`src/rtl/core/kmp_pkg.sv`:
```
`default_nettype none

package kmp_pkg;

	localparam int CAPACITY  = 256;
	localparam int CMD_W     = 2;
	localparam int OPERAND_W = 40;
	localparam int ANSWER_W  = 41;
	localparam int STATUS_W  = 2;

	localparam logic [CMD_W-1:0] CMD_CLEAR  = 2'd0;
	localparam logic [CMD_W-1:0] CMD_INSERT = 2'd1;
	localparam logic [CMD_W-1:0] CMD_QUERY  = 2'd2;

	localparam logic [STATUS_W-1:0] STATUS_OK   = 2'd0;
	localparam logic [STATUS_W-1:0] STATUS_DUP  = 2'd1;
	localparam logic [STATUS_W-1:0] STATUS_FULL = 2'd2;

	// Token that walks the cell chain, one cell per cycle.
	typedef struct packed {
		logic                 valid;
		logic                 query;  // 1: rank query, 0: insert
		logic                 probe;  // insert into a full table: look, never write
		logic                 carry;  // insert still holds a value to place
		logic                 dup;    // insert met an equal stored value
		logic [OPERAND_W-1:0] value;  // value being placed or pushed along
		logic [ANSWER_W-1:0]  thr;    // query: k + index + 1 at this cell
		logic [ANSWER_W-1:0]  acc;    // query: running answer
	} tok_t;

endpackage

`default_nettype wire

```
`src/rtl/core/kmp_cell.sv`:
```
`default_nettype none

module kmp_cell (
	input  wire logic          clk,
	input  wire logic          arst_n,
	input  wire logic          clear,
	input  wire kmp_pkg::tok_t tin,
	output kmp_pkg::tok_t      tout,
	output logic               occ
);

	logic                          occ_q;
	logic [kmp_pkg::OPERAND_W-1:0] val_q;
	kmp_pkg::tok_t                 tok_q;
	kmp_pkg::tok_t                 tok_d;
	logic                          wr_en;
	logic [kmp_pkg::OPERAND_W-1:0] wr_val;
	logic                          hit;

	assign hit = occ_q && ({1'b0, val_q} < tin.thr);

	always_comb begin
		tok_d  = tin;
		wr_en  = 1'b0;
		wr_val = tin.value;
		if (tin.valid) begin
			if (tin.query) begin
				tok_d.acc = tin.acc + {{(kmp_pkg::ANSWER_W-1){1'b0}}, hit};
				tok_d.thr = tin.thr + {{(kmp_pkg::ANSWER_W-1){1'b0}}, 1'b1};
			end else if (tin.carry) begin
				priority if (!occ_q) begin
					// first free cell: place the value here
					wr_en       = !tin.probe;
					tok_d.carry = 1'b0;
				end else if (val_q == tin.value) begin
					tok_d.dup   = 1'b1;
					tok_d.carry = 1'b0;
				end else if (val_q > tin.value) begin
					// take the value, push the stored one along
					wr_en       = !tin.probe;
					tok_d.value = val_q;
					tok_d.carry = !tin.probe;
				end else begin
					tok_d.carry = 1'b1;
				end
			end
		end
	end

	always_ff @(posedge clk or negedge arst_n) begin
		if (!arst_n) begin
			occ_q <= 1'b0;
			tok_q <= '0;
		end else begin
			tok_q <= tok_d;
			if (clear) begin
				occ_q <= 1'b0;
			end else if (wr_en) begin
				occ_q <= 1'b1;
			end
		end
	end

	always_ff @(posedge clk) begin
		if (wr_en) begin
			val_q <= wr_val;
		end
	end

	assign tout = tok_q;
	assign occ  = occ_q;

endmodule

`default_nettype wire

```
`config.mk`:
```
export PLATFORM = sky130hd
export DESIGN_NAME = kmp_cell
export DESIGN_NICKNAME = d
export VERILOG_FILES = /design/src/rtl/core/kmp_pkg.sv /design/src/rtl/core/kmp_cell.sv
export SDC_FILE = /design/constraint.sdc
export NUM_CORES = 1
export LEC_CHECK = 0
export ABC_AREA = 1
export BUFFER_PORTS_ARGS = -buffer_cell sky130_fd_sc_hd__buf_2
export CAP_MARGIN = 20
export CORE_AREA = 2 2 108 188
export DETAILED_ROUTE_END_ITERATION = 16
export DIE_AREA = 0 0 110 190
export GPL_ROUTABILITY_DRIVEN = 0
export PLACE_DENSITY = 0.75
export SLEW_MARGIN = 30
export SYNTH_ARGS = -nofsm -noshare
export SYNTH_HDL_FRONTEND = slang
export SYNTH_SLANG_ARGS = --single-unit
```
`constraint.sdc`:
```
create_clock -name clk -period 8.1 [get_ports clk]
set_input_delay 0.405 -clock clk [delete_from_list [all_inputs] [get_ports clk]]
set_output_delay 0.405 -clock clk [all_outputs]
set_load 0.05 [all_outputs]
```
=== Yosys cells after proc, flatten, opt, wreduce, memory -nomap -nowiden ===
Index checks and enable logic that the tools add are counted.

* Register bits: 168
* Output and inout bits: 128
* Word-level logic and storage cells: 37

* $add $sub $neg: 2
* Magnitude comparators: 2
* Eq/ne operators: 1
* Mux-type cells: 19
* Reduce and logical (&&, ||, !) cells: 3

{| class="wikitable"
|+ Operators by type and width
! kind !! number
|-
| 2-to-1 mux 124 bit || 1
|-
| 2-to-1 mux 42 bit || 2
|-
| 2-to-1 mux 82 bit || 1
|-
| 2-to-1 mux 40 bit || 2
|-
| adder 41 x 1 -> 41 bit || 1
|-
| adder 41 x 1 -> 41 bit (second input constant) || 1
|-
| less-than comparator 40 x 41 -> 1 bit || 1
|-
| 2-to-1 mux 41 bit || 1
|-
| equality test 40 bit || 1
|-
| > comparator 40 bit || 1
|-
| 2-to-1 mux 1 bit || 12
|-
| nonzero test 2 bit || 1
|-
| logical AND 1 bit || 1
|-
| zero test 1 bit || 1
|}

=== Logic depth before layout (Yosys ltp) ===
Gate-level depths: netlist of the first run.

* Depth in word-level cells: 9
* Mapped depth: 21
* Gate-level depth less buffers: 21

=== Worst setup path after synthesis of the first run ===
OpenSTA, ideal clock, no wires.

* Path type: input -> register
* From: input port tin[121] in the netlist's numbering
* To: register val_q[0] in the netlist's numbering, enable pin
* Setup time: 0.451 ns
* Data arrival time: 3.453 ns
* Setup slack: 4.197 ns
* Cell stages on the path: 11
* Path buffers: 0
* Cell sequence: inv_1 > ha_1 > nand2_1 > nor2_1 > and2_1 > nand3_2 > nor2_2 > nand2_1 > nand3_2 > nand2_1 > a21oi_1

* Word-level cells in the longest chain between the ends: 7
* Elaborated cells on any way between the ends: 8
* Classes of those cells: 1 x order compare; 1 x eq/ne; 6 x mux

{| class="wikitable"
|+ RTL lines
! element !! line !! RTL
|-
| from (decl) || kmp_cell.sv:7 || <nowiki>input wire kmp_pkg::tok_t tin,</nowiki>
|-
| > comparator 40 bit || kmp_cell.sv:38 || <nowiki>end else if (val_q > tin.value) begin</nowiki>
|-
| 2-to-1 mux 1 bit || kmp_cell.sv:38 ||
|-
| 2-to-1 mux 1 bit (*) || kmp_cell.sv:35 || <nowiki>end else if (val_q == tin.value) begin</nowiki>
|-
| 2-to-1 mux 1 bit (*) || kmp_cell.sv:31 || <nowiki>priority if (!occ_q) begin</nowiki>
|-
| 2-to-1 mux 1 bit (*) || kmp_cell.sv:30 || <nowiki>end else if (tin.carry) begin</nowiki>
|-
| 2-to-1 mux 1 bit (*) || kmp_cell.sv:27 || <nowiki>if (tin.query) begin</nowiki>
|-
| 2-to-1 mux 1 bit (*) || kmp_cell.sv:26 || <nowiki>if (tin.valid) begin</nowiki>
|-
| net wr_en || kmp_cell.sv:16 || <nowiki>logic wr_en;</nowiki>
|-
| to (signal assigned) || kmp_cell.sv:66 || <nowiki>val_q <= wr_val;</nowiki>
|-
| to (decl) || kmp_cell.sv:13 || <nowiki>logic [kmp_pkg::OPERAND_W-1:0] val_q;</nowiki>
|}

Mark *: on every way through the listed nets, which the timed path passes. The rest lies on a longest branch.
A chain may end at the register's enable or synchronous reset.

=== Worst setup path after layout of the first run ===
* From: register val_q[39] in the netlist's numbering
* To: register val_q[2] in the netlist's numbering, enable pin

* Word-level cells in the longest chain between the ends: 7
* Elaborated cells on any way between the ends: 8
* Classes of those cells: 1 x order compare; 1 x eq/ne; 6 x mux

{| class="wikitable"
|+ RTL lines
! element !! line
|-
| > comparator 40 bit || kmp_cell.sv:38
|-
| 2-to-1 mux 1 bit || kmp_cell.sv:38
|-
| 2-to-1 mux 1 bit (*) || kmp_cell.sv:35
|-
| 2-to-1 mux 1 bit (*) || kmp_cell.sv:31
|-
| 2-to-1 mux 1 bit (*) || kmp_cell.sv:30
|-
| 2-to-1 mux 1 bit (*) || kmp_cell.sv:27
|-
| 2-to-1 mux 1 bit (*) || kmp_cell.sv:26
|-
| net wr_en || kmp_cell.sv:16
|}

Marks and branches as above.

==> summary.txt, run 1 <==
Worst hold path
  • HP Class: in -> async

Floorplan
  • Boundary pin count: between 200 and 300
  • Chip Height: roughly 190 µm
  • Die area: roughly 21000 µm²
  • Core ar.: approximately 20000 µm²
  • Initial core utilization: 0.486
  • Chip Width: 110 µm
  • Std-Cell Rows: 68

GRT
  • Vias in the first global route: approximately 8.5k
  • Gr ovfl total: 0
  • Initial antenna violation count: 5
  • Largest net degree at the start of global routing: 87
  • GRT Util Overall: 0.265
  • First-pass GRT wire length: roughly 42000 µm

STA
  • F_max: ~0.30 GHz
  • Least-Margin Pin Slew: ~0.85 ns
  • Final Critical Period: 3.33 ns
  • Final-report hold violation count: 0
  • Setup ws final: 4.77 ns
  • Final setup viols: 0
  • RSZ-0062 raised after global routing: no
  • Relative slew slack: 0.432
  • Max-slew violations: 0
  • Period utilisation layout: 0.411
  • TNS Setup: 0 ns
  • Clock Skews: between 0.01 and 0.015 ns

Detailed routing
  • Remaining DRCs: 0
  • Routed WL: between 20000 and 30000 µm
  • Via count: approximately 8.2k
  • First-pass DRT Iterations: 5
  • Final ANT Viol Nets: 0
  • Drt wl/cell: 17.0 µm
  • Vias per cell: between 5 and 6
  • DR iter-0 viols: 371

Setup path
  • Worst path arrival time: between 3 and 4 ns
  • Setup CP Type: reg -> reg
  • Startpoint Class: register
  • Crit Reg-Reg Endpoint: val_q[2]$_DFFE_PP_
  • Critical Path Sink Type: register
  • Worst Path Max Fanout: 43
  • R2R cell count: 11
  • Reg-to-reg setup timing slack: 4.77 ns
  • Worst reg2reg startpoint: val_q[39]$_DFFE_PP_
  • Worst path required time: about 8 ns

Status
  • Status: complete, no violations

Power and ir drop
  • Total power: approximately 2.1 mW
  • PwrDens: ~180 nW/µm²
  • Peak supply drop: roughly 0.00011 V
  • Pleak: about 6 nW

Synthesis
  • Yosys top cell by area: dfrtp_1
  • Syn Std Cell Area: 9470 µm²
  • Post-synth ARST share: 0.762
  • Post-synthesis sequential area ratio: 0.465
  • Share of the synthesized area in the top cell type: 0.338
  • Mapped Nets: between 1k and 1.5k
  • Top-count cell post-synth: nand2_1
  • Largest cells by area after synthesis: dfrtp_1 34%, edfxtp_1 13%, ha_1 11%, nand2_1 10%, xor2_1 6.2%
  • Mean area per synthesized cell: 8.86 µm²
  • EDFF count, synth: 40
  • Post-Syn Instances: about 1.1k
  • Ys Warns: 0
  • Synth top cells by count: 255 x nand2_1, 155 x inv_1, 128 x dfrtp_1, 82 x ha_1, 81 x nand3_1
  • FF+latch count, synth: between 150 and 200
  • Commonest register cell after synthesis: dfrtp_1
  • Synth cell types: 42

Cells and area
  • Final nets: ~1.5k
  • Filler cells: 1698
  • Layout area overhead: 22.5%
  • Layout cell share with drive strength beyond 1: 0.245

Clocking
  • Setup bufs post-CTS: 0
  • Root Driver: clkbuf_16
  • TritonCTS clock tree: done
  • Clock Sinks: approximately 170
  • Clock Latency Late Sink: approximately 0.43 ns
  • H-tree levels: 4
  • CTS Hold Bufs: 0
  • Total CTS buffers: 17
  • Clk slew on worst S/H paths: 0.07 ns
  • Post-cts sizing count: 0
  • Clk buf depth: 2

Placed design
  • Port-buffer cells: around 260
  • Pre-CTS setup slack: 4.46 ns
  • Post-detail-place hpwl: 21600 µm

Job
  • Max-Cap Viols: 0
## cell families after synthesis
group | Yosys count | share of synthesized area
XOR/XNOR | 77 | 0.0712
buffers and inverters | 177 | 0.0758
AND/OR/NAND/NOR | 511 | 0.248
AO/OA/AOI/OAI | 54 | 0.0316
adder cells (fa/ha/maj) | 82 | 0.108
flip-flops | 168 | 0.465
## critical path, stage by stage, from the launching register on
cell	delay, ns
edfxtp_1	0.46
ha_1	0.33
nand2_1	0.07
nor2_1	0.21
and2_1	0.21
nand3_2	0.13
nor2_2	0.15
nand2_1	0.09
nand3_4	0.45
nand2_1	0.18
a21oi_4	0.15
buf_4	0.50
## area by class of cell
type | count | area [µm²] | share of cell area
flip-flops and latches | 168 | 4400 | 0.380
multi-input cells | 724 | 4370 | 0.377
repair buffers | 259 | 1310 | 0.113
inverters | 163 | 617 | 0.0532
clock buffers | 22 | 507 | 0.0437
well taps | 245 | 307 | 0.0264
clock inverters | 10 | 80.1 | 0.00690
diodes | 5 | 12.5 | 0.00108
## placed cells by master, fill, tap and decap left out, types with 3 or more instances in the layout
cell type / instances
xor2_1: 67
buf_2: 256
nor4_1: 4
clkinv_4: 3
edfxtp_1: 40
nand4_1: 22
nand2_2: 3
inv_2: 6
diode_2: 5
o21ai_0: 8
xnor2_1: 10
a21o_1: 5
nor2_2: 11
clkbuf_16: 19
inv_1: 155
nor3b_1: 4
dfrtp_1: 128
nand2_4: 3
nand3_1: 81
clkinvlp_4: 3
nor3_1: 33
inv_6: 4
nand2_1: 255
nor2_1: 76
a21oi_1: 33
ha_1: 82
nor3_2: 4
## how the worst max path moves through the flow
stage                                    end                 from  cells past startpoint
after detailed placement  val_q[4]$_DFFE_PP_             tin[121]                     13
after global routing      tout[38]$_DFF_PN0_  val_q[28]$_DFFE_PP_                     17
after floorplan           val_q[0]$_DFFE_PP_             tin[121]                     11
after CTS                 val_q[3]$_DFFE_PP_  val_q[39]$_DFFE_PP_                     11
final                     val_q[2]$_DFFE_PP_  val_q[39]$_DFFE_PP_                     11
after global placement    val_q[2]$_DFFE_PP_             tin[121]                     13
## registers in the layout, summed over array words and instances, names as in the netlist
name and count:
occ 1, tout 127, val_q 40
## layer usage
layer  vias up  track usage  part of all wire
met5         -            0                 0
met4         0        0.157             0.054
met3        92       0.0387             0.058
met2       312        0.483              0.54
met1      3838        0.280              0.35
li1       3970            -                 -
## per-stage QoR
step / instance area (µm²) / cells / hold slack [ns] / util
after floorplan: 9470 / 1069 / 0.109 / -
after global placement: 11000 / 1559 / 0.489 / 0.564
after detailed placement: 11000 / 1559 / 0.498 / 0.564
after CTS: 11600 / 1591 / 0.0350 / 0.595
after global routing: 11600 / 1596 / 0.0578 / 0.596
final: 11600 / 1596 / 0.000417 / 0.596
## report_power, final
part | internal [mW] | total [mW] | switching [mW]
combinational | 0.0967 | 0.373 | 0.277
clock | 0.450 | 0.806 | 0.356
sequential | 0.905 | 0.919 | 0.0137
total | 1.45 | 2.10 | 0.646
Power figures use the tool's default switching activity.
==> run 2: changes to the inputs <==
--- a/config.mk
+++ b/config.mk
@@ -5,14 +5,14 @@
 export SDC_FILE = /design/constraint.sdc
 export NUM_CORES = 1
 export LEC_CHECK = 0
-export ABC_AREA = 1
+export ABC_AREA = 0
 export BUFFER_PORTS_ARGS = -buffer_cell sky130_fd_sc_hd__buf_2
 export CAP_MARGIN = 20
-export CORE_AREA = 2 2 108 188
+export CORE_AREA = 2 2 103 180
 export DETAILED_ROUTE_END_ITERATION = 16
-export DIE_AREA = 0 0 110 190
+export DIE_AREA = 0 0 105 182
 export GPL_ROUTABILITY_DRIVEN = 0
-export PLACE_DENSITY = 0.75
+export PLACE_DENSITY = 0.77
 export SLEW_MARGIN = 30
 export SYNTH_ARGS = -nofsm -noshare
 export SYNTH_HDL_FRONTEND = slang
==> constraint.sdc (replaced) <==
create_clock -name clk -period 3.35 [get_ports clk]
set_input_delay 0.1675 -clock clk [delete_from_list [all_inputs] [get_ports clk]]
set_output_delay 0.1675 -clock clk [all_outputs]
set_load 0.05 [all_outputs]
==> run 2 against run 1 <==
  * Core utilization grew 8.7 points
  * Via count fell by 12%
  * First-iteration DRC count is 18% lower
  * Non-clock buffer count rose by 129
  * Wire length shrank 4.8%
  * Sequential share of layout area is 1.5 points lower
  * Design area grew 4.2%
  * Global-route usage grew 0.92 points
  * Register-to-register slack worse by 4.6 ns
  * Final cell count down 13%
==> summary.txt, run 2 <==
Synthesis
  • Mean area per synthesized cell: roughly 12 µm²
  • Post-synthesis sequential area ratio: 0.506
  • Post-Syn Instances: around 740
  • FF+latch count, synth: 168
  • Synth top cells by count: 128 x dfrtp_1, 82 x ha_1, 81 x inv_1, 71 x xnor2_1
  • Syn Std Cell Area: just under 9000 µm²
  • EDFF count, synth: 40
  • Yosys top cell by area: dfrtp_1
  • Largest cells by area after synthesis: dfrtp_1 37%, edfxtp_1 14%, ha_1 12%, xnor2_1 7.1%, mux2_4 6.9%
  • Share of the synthesized area in the top cell type: 0.368
  • Synth cell types: 50
  • Ys Warns: 0
  • Commonest register cell after synthesis: dfrtp_1
  • Mapped Nets: 950
  • Post-synth ARST share: 0.762
  • Top-count cell post-synth: dfrtp_1

Placed design
  • Post-detail-place hpwl: between 15000 and 20000 µm
  • Dpl cells: between 1k and 1.5k
  • Port-buffer cells: approximately 260

Cells and area
  • Final nets: 1348
  • Most common cell after layout, fill and taps aside: buf_2
  • Layout area overhead: 38.9%
  • Fin cells: approximately 1.4k
  • Layout cell share with drive strength beyond 1: 0.313
  • Most frequent cells in the layout: 256 x buf_2, 128 x dfrtp_1, 111 x dlygate4sd3_1
  • Area occupied by multi-input gates: 3970 µm²
  • Max FFs per register: between 100 and 150
  • Filler cells: around 1.3k
  • Storage element area: 4400 µm²

Floorplan
  • Std-Cell Rows: 65
  • Die area: approximately 19000 µm²
  • Chip Height: 182 µm
  • Core ar.: ~18000 µm²
  • Boundary pin count: 258
  • Initial core utilization: 0.491
  • Chip Width: approximately 110 µm

GRT
  • First-pass GRT wire length: 40100 µm
  • Initial antenna violation count: 3
  • GRT Util Overall: 0.275
  • Gr ovfl total: 0
  • Largest net degree at the start of global routing: 66
  • Vias in the first global route: between 7k and 8k

Setup path
  • Worst Path Max Fanout: 5
  • Worst path required time: 3.68 ns
  • Worst reg2reg startpoint: val_q[26]$_DFFE_PP_
  • Setup CP Type: reg -> reg
  • Critical Path Sink Type: register
  • Reg-to-reg setup timing slack: 0.17 ns
  • Startpoint Class: register
  • R2R cell count: 13
  • CP startpoint: val_q[26]$_DFFE_PP_
  • Worst path arrival time: roughly 3.5 ns
  • Crit Reg-Reg Endpoint: tout[9]$_DFF_PN0_

STA
  • TNS Setup: 0 ns
  • Least-Margin Pin Slew: around 0.85 ns
  • Max-slew violations: 0
  • Final Critical Period: around 3.2 ns
  • Clock Skews: approximately 0.012 ns
  • RSZ-0062 raised after global routing: no
  • Relative slew slack: 0.431
  • Period utilisation layout: 0.951
  • Final-report hold violation count: 0
  • Final setup viols: 0
  • F_max: 0.314 GHz

Detailed routing
  • Vias per cell: roughly 5.2
  • DR iter-0 viols: roughly 300
  • Final ANT Viol Nets: 0
  • Drt wl/cell: about 19 µm
  • First-pass DRT Iterations: 5
  • Remaining DRCs: 0
  • Routed WL: 25800 µm
  • Via count: 7248

Status
  • Status: complete, no violations

Worst hold path
  • Hold depth: 2
  • WHS Endpoint: tout[60]$_DFF_PN0_
  • Hold Path Origin: tin[60]
  • HP Class: in -> reg

Power and ir drop
  • Pleak: between 5 and 6 nW
  • PwrDens: between 400 and 500 nW/µm²
  • Peak supply drop: ~0.00028 V

Clocking
  • TritonCTS clock tree: done
  • Clk buf depth: 2
  • Clock Sinks: 168
  • Root Driver: clkbuf_16
  • H-tree levels: 4
  • Clk slew on worst S/H paths: roughly 0.06 ns
  • Clock Latency Late Sink: between 0.4 and 0.5 ns
  • Total CTS buffers: 17

Job
  • Max-Cap Viols: 0
## run 2: cell types whose count changed after synthesis, moves of 40 or more
cell,previous run,this run
inv_1,155,81
mux2_4,0,40
nand2_1,255,38
nand3_1,81,39
nor2_1,76,26
xnor2_1,10,71
xor2_1,67,8
## run 2: area by class of cell
class                           instances  area share
Timing Repair Buffer                  388       0.215
Sequential cell                       168       0.364
Clock buffer                           22      0.0375
Multi-Input combinational cell        480       0.328
Antenna cell                            3    0.000621
Inverter                               81      0.0251
Tap cell                              234      0.0242
Clock inverter                          8     0.00600
## run 2: worst max-delay path by stage
| stage | end | slack, ns | cells past startpoint |
|---|---|---|---|
| floorplan | tout[12]$_DFF_PN0_ | 0.28 | 13 |
| global placement | tout[26]$_DFF_PN0_ | 0.05 | 14 |
| detailed placement | tout[26]$_DFF_PN0_ | -0.1 | 14 |
| CTS | tout[26]$_DFF_PN0_ | 0.006 | 14 |
| global route | tout[26]$_DFF_PN0_ | 0.007 | 14 |
| finish | tout[9]$_DFF_PN0_ | 0.17 | 13 |
## run 2: report_power, final
group	leakage [nW]	switching, mW	total [mW]	internal (mW)
logic	3.61	0.628	0.985	0.357
clock network	0.265	0.797	1.83	1.03
registers	1.86	0.0382	2.23	2.19
total	5.73	1.46	5.05	3.58
## run 2: stage by stage
| step | setup slack, ns | hold slack (ns) | power [mW] | cell area (µm²) | util |
|---|---|---|---|---|---|
| after floorplan | 0.282 | -0.128 | 2.80 | 8710 | - |
| after global placement | 0.0455 | 0.322 | 3.12 | 10400 | 0.586 |
| after detailed placement | -0.0979 | 0.327 | 3.14 | 10400 | 0.586 |
| after CTS | 0.00646 | 0.00377 | 5.06 | 12000 | 0.679 |
| after global routing | 0.00681 | 0.00932 | 5.24 | 12100 | 0.682 |
| final | 0.165 | 0.0161 | 5.05 | 12100 | 0.682 |
## run 2: logic make-up (layout without fill, tap and decap cells)
logic type / after synthesis / count (layout) / synth area share
xor+xnor: 79 / 79 / 0.0794
fa+ha+maj: 82 / 82 / 0.118
buf+inv: 90 / 499 / 0.0428
other cells: 0 / 3 / 0
flops: 168 / 168 / 0.506
compound gates: 74 / 74 / 0.0550
simple gates: 203 / 203 / 0.128
mux: 42 / 42 / 0.0715
## run 2: critical path, cell delays in order, from the launching register on
cell and delay [ns]:
edfxtp_1 0.42, ha_1 0.32, a21o_1 0.17, a21o_1 0.19, a2111oi_2 0.36, o21ai_1 0.10, and2_1 0.17, a211oi_2 0.18
buf_4 0.17, ha_4 0.14, and3_1 0.30, buf_4 0.19, nand4_1 0.14, xnor2_1 0.24
## run 2: per-layer routing
| metal | track usage | wire (µm) |
|---|---|---|
| met1 | 0.263 | 8640 |
| met2 | 0.541 | 14700 |
| met3 | 0.0470 | 1310 |
| met4 | 0.148 | 1120 |
| met5 | 0 | 0 |
## run 2: what timing repair did
action	CTS	global route
hold buffers	111	0
setup endpoints to repair	14	32
gates cloned	0	0
resized for setup	2	7
endpoints found under the hold margin	184	0
buffers inserted	0	2
pin swaps	0	1
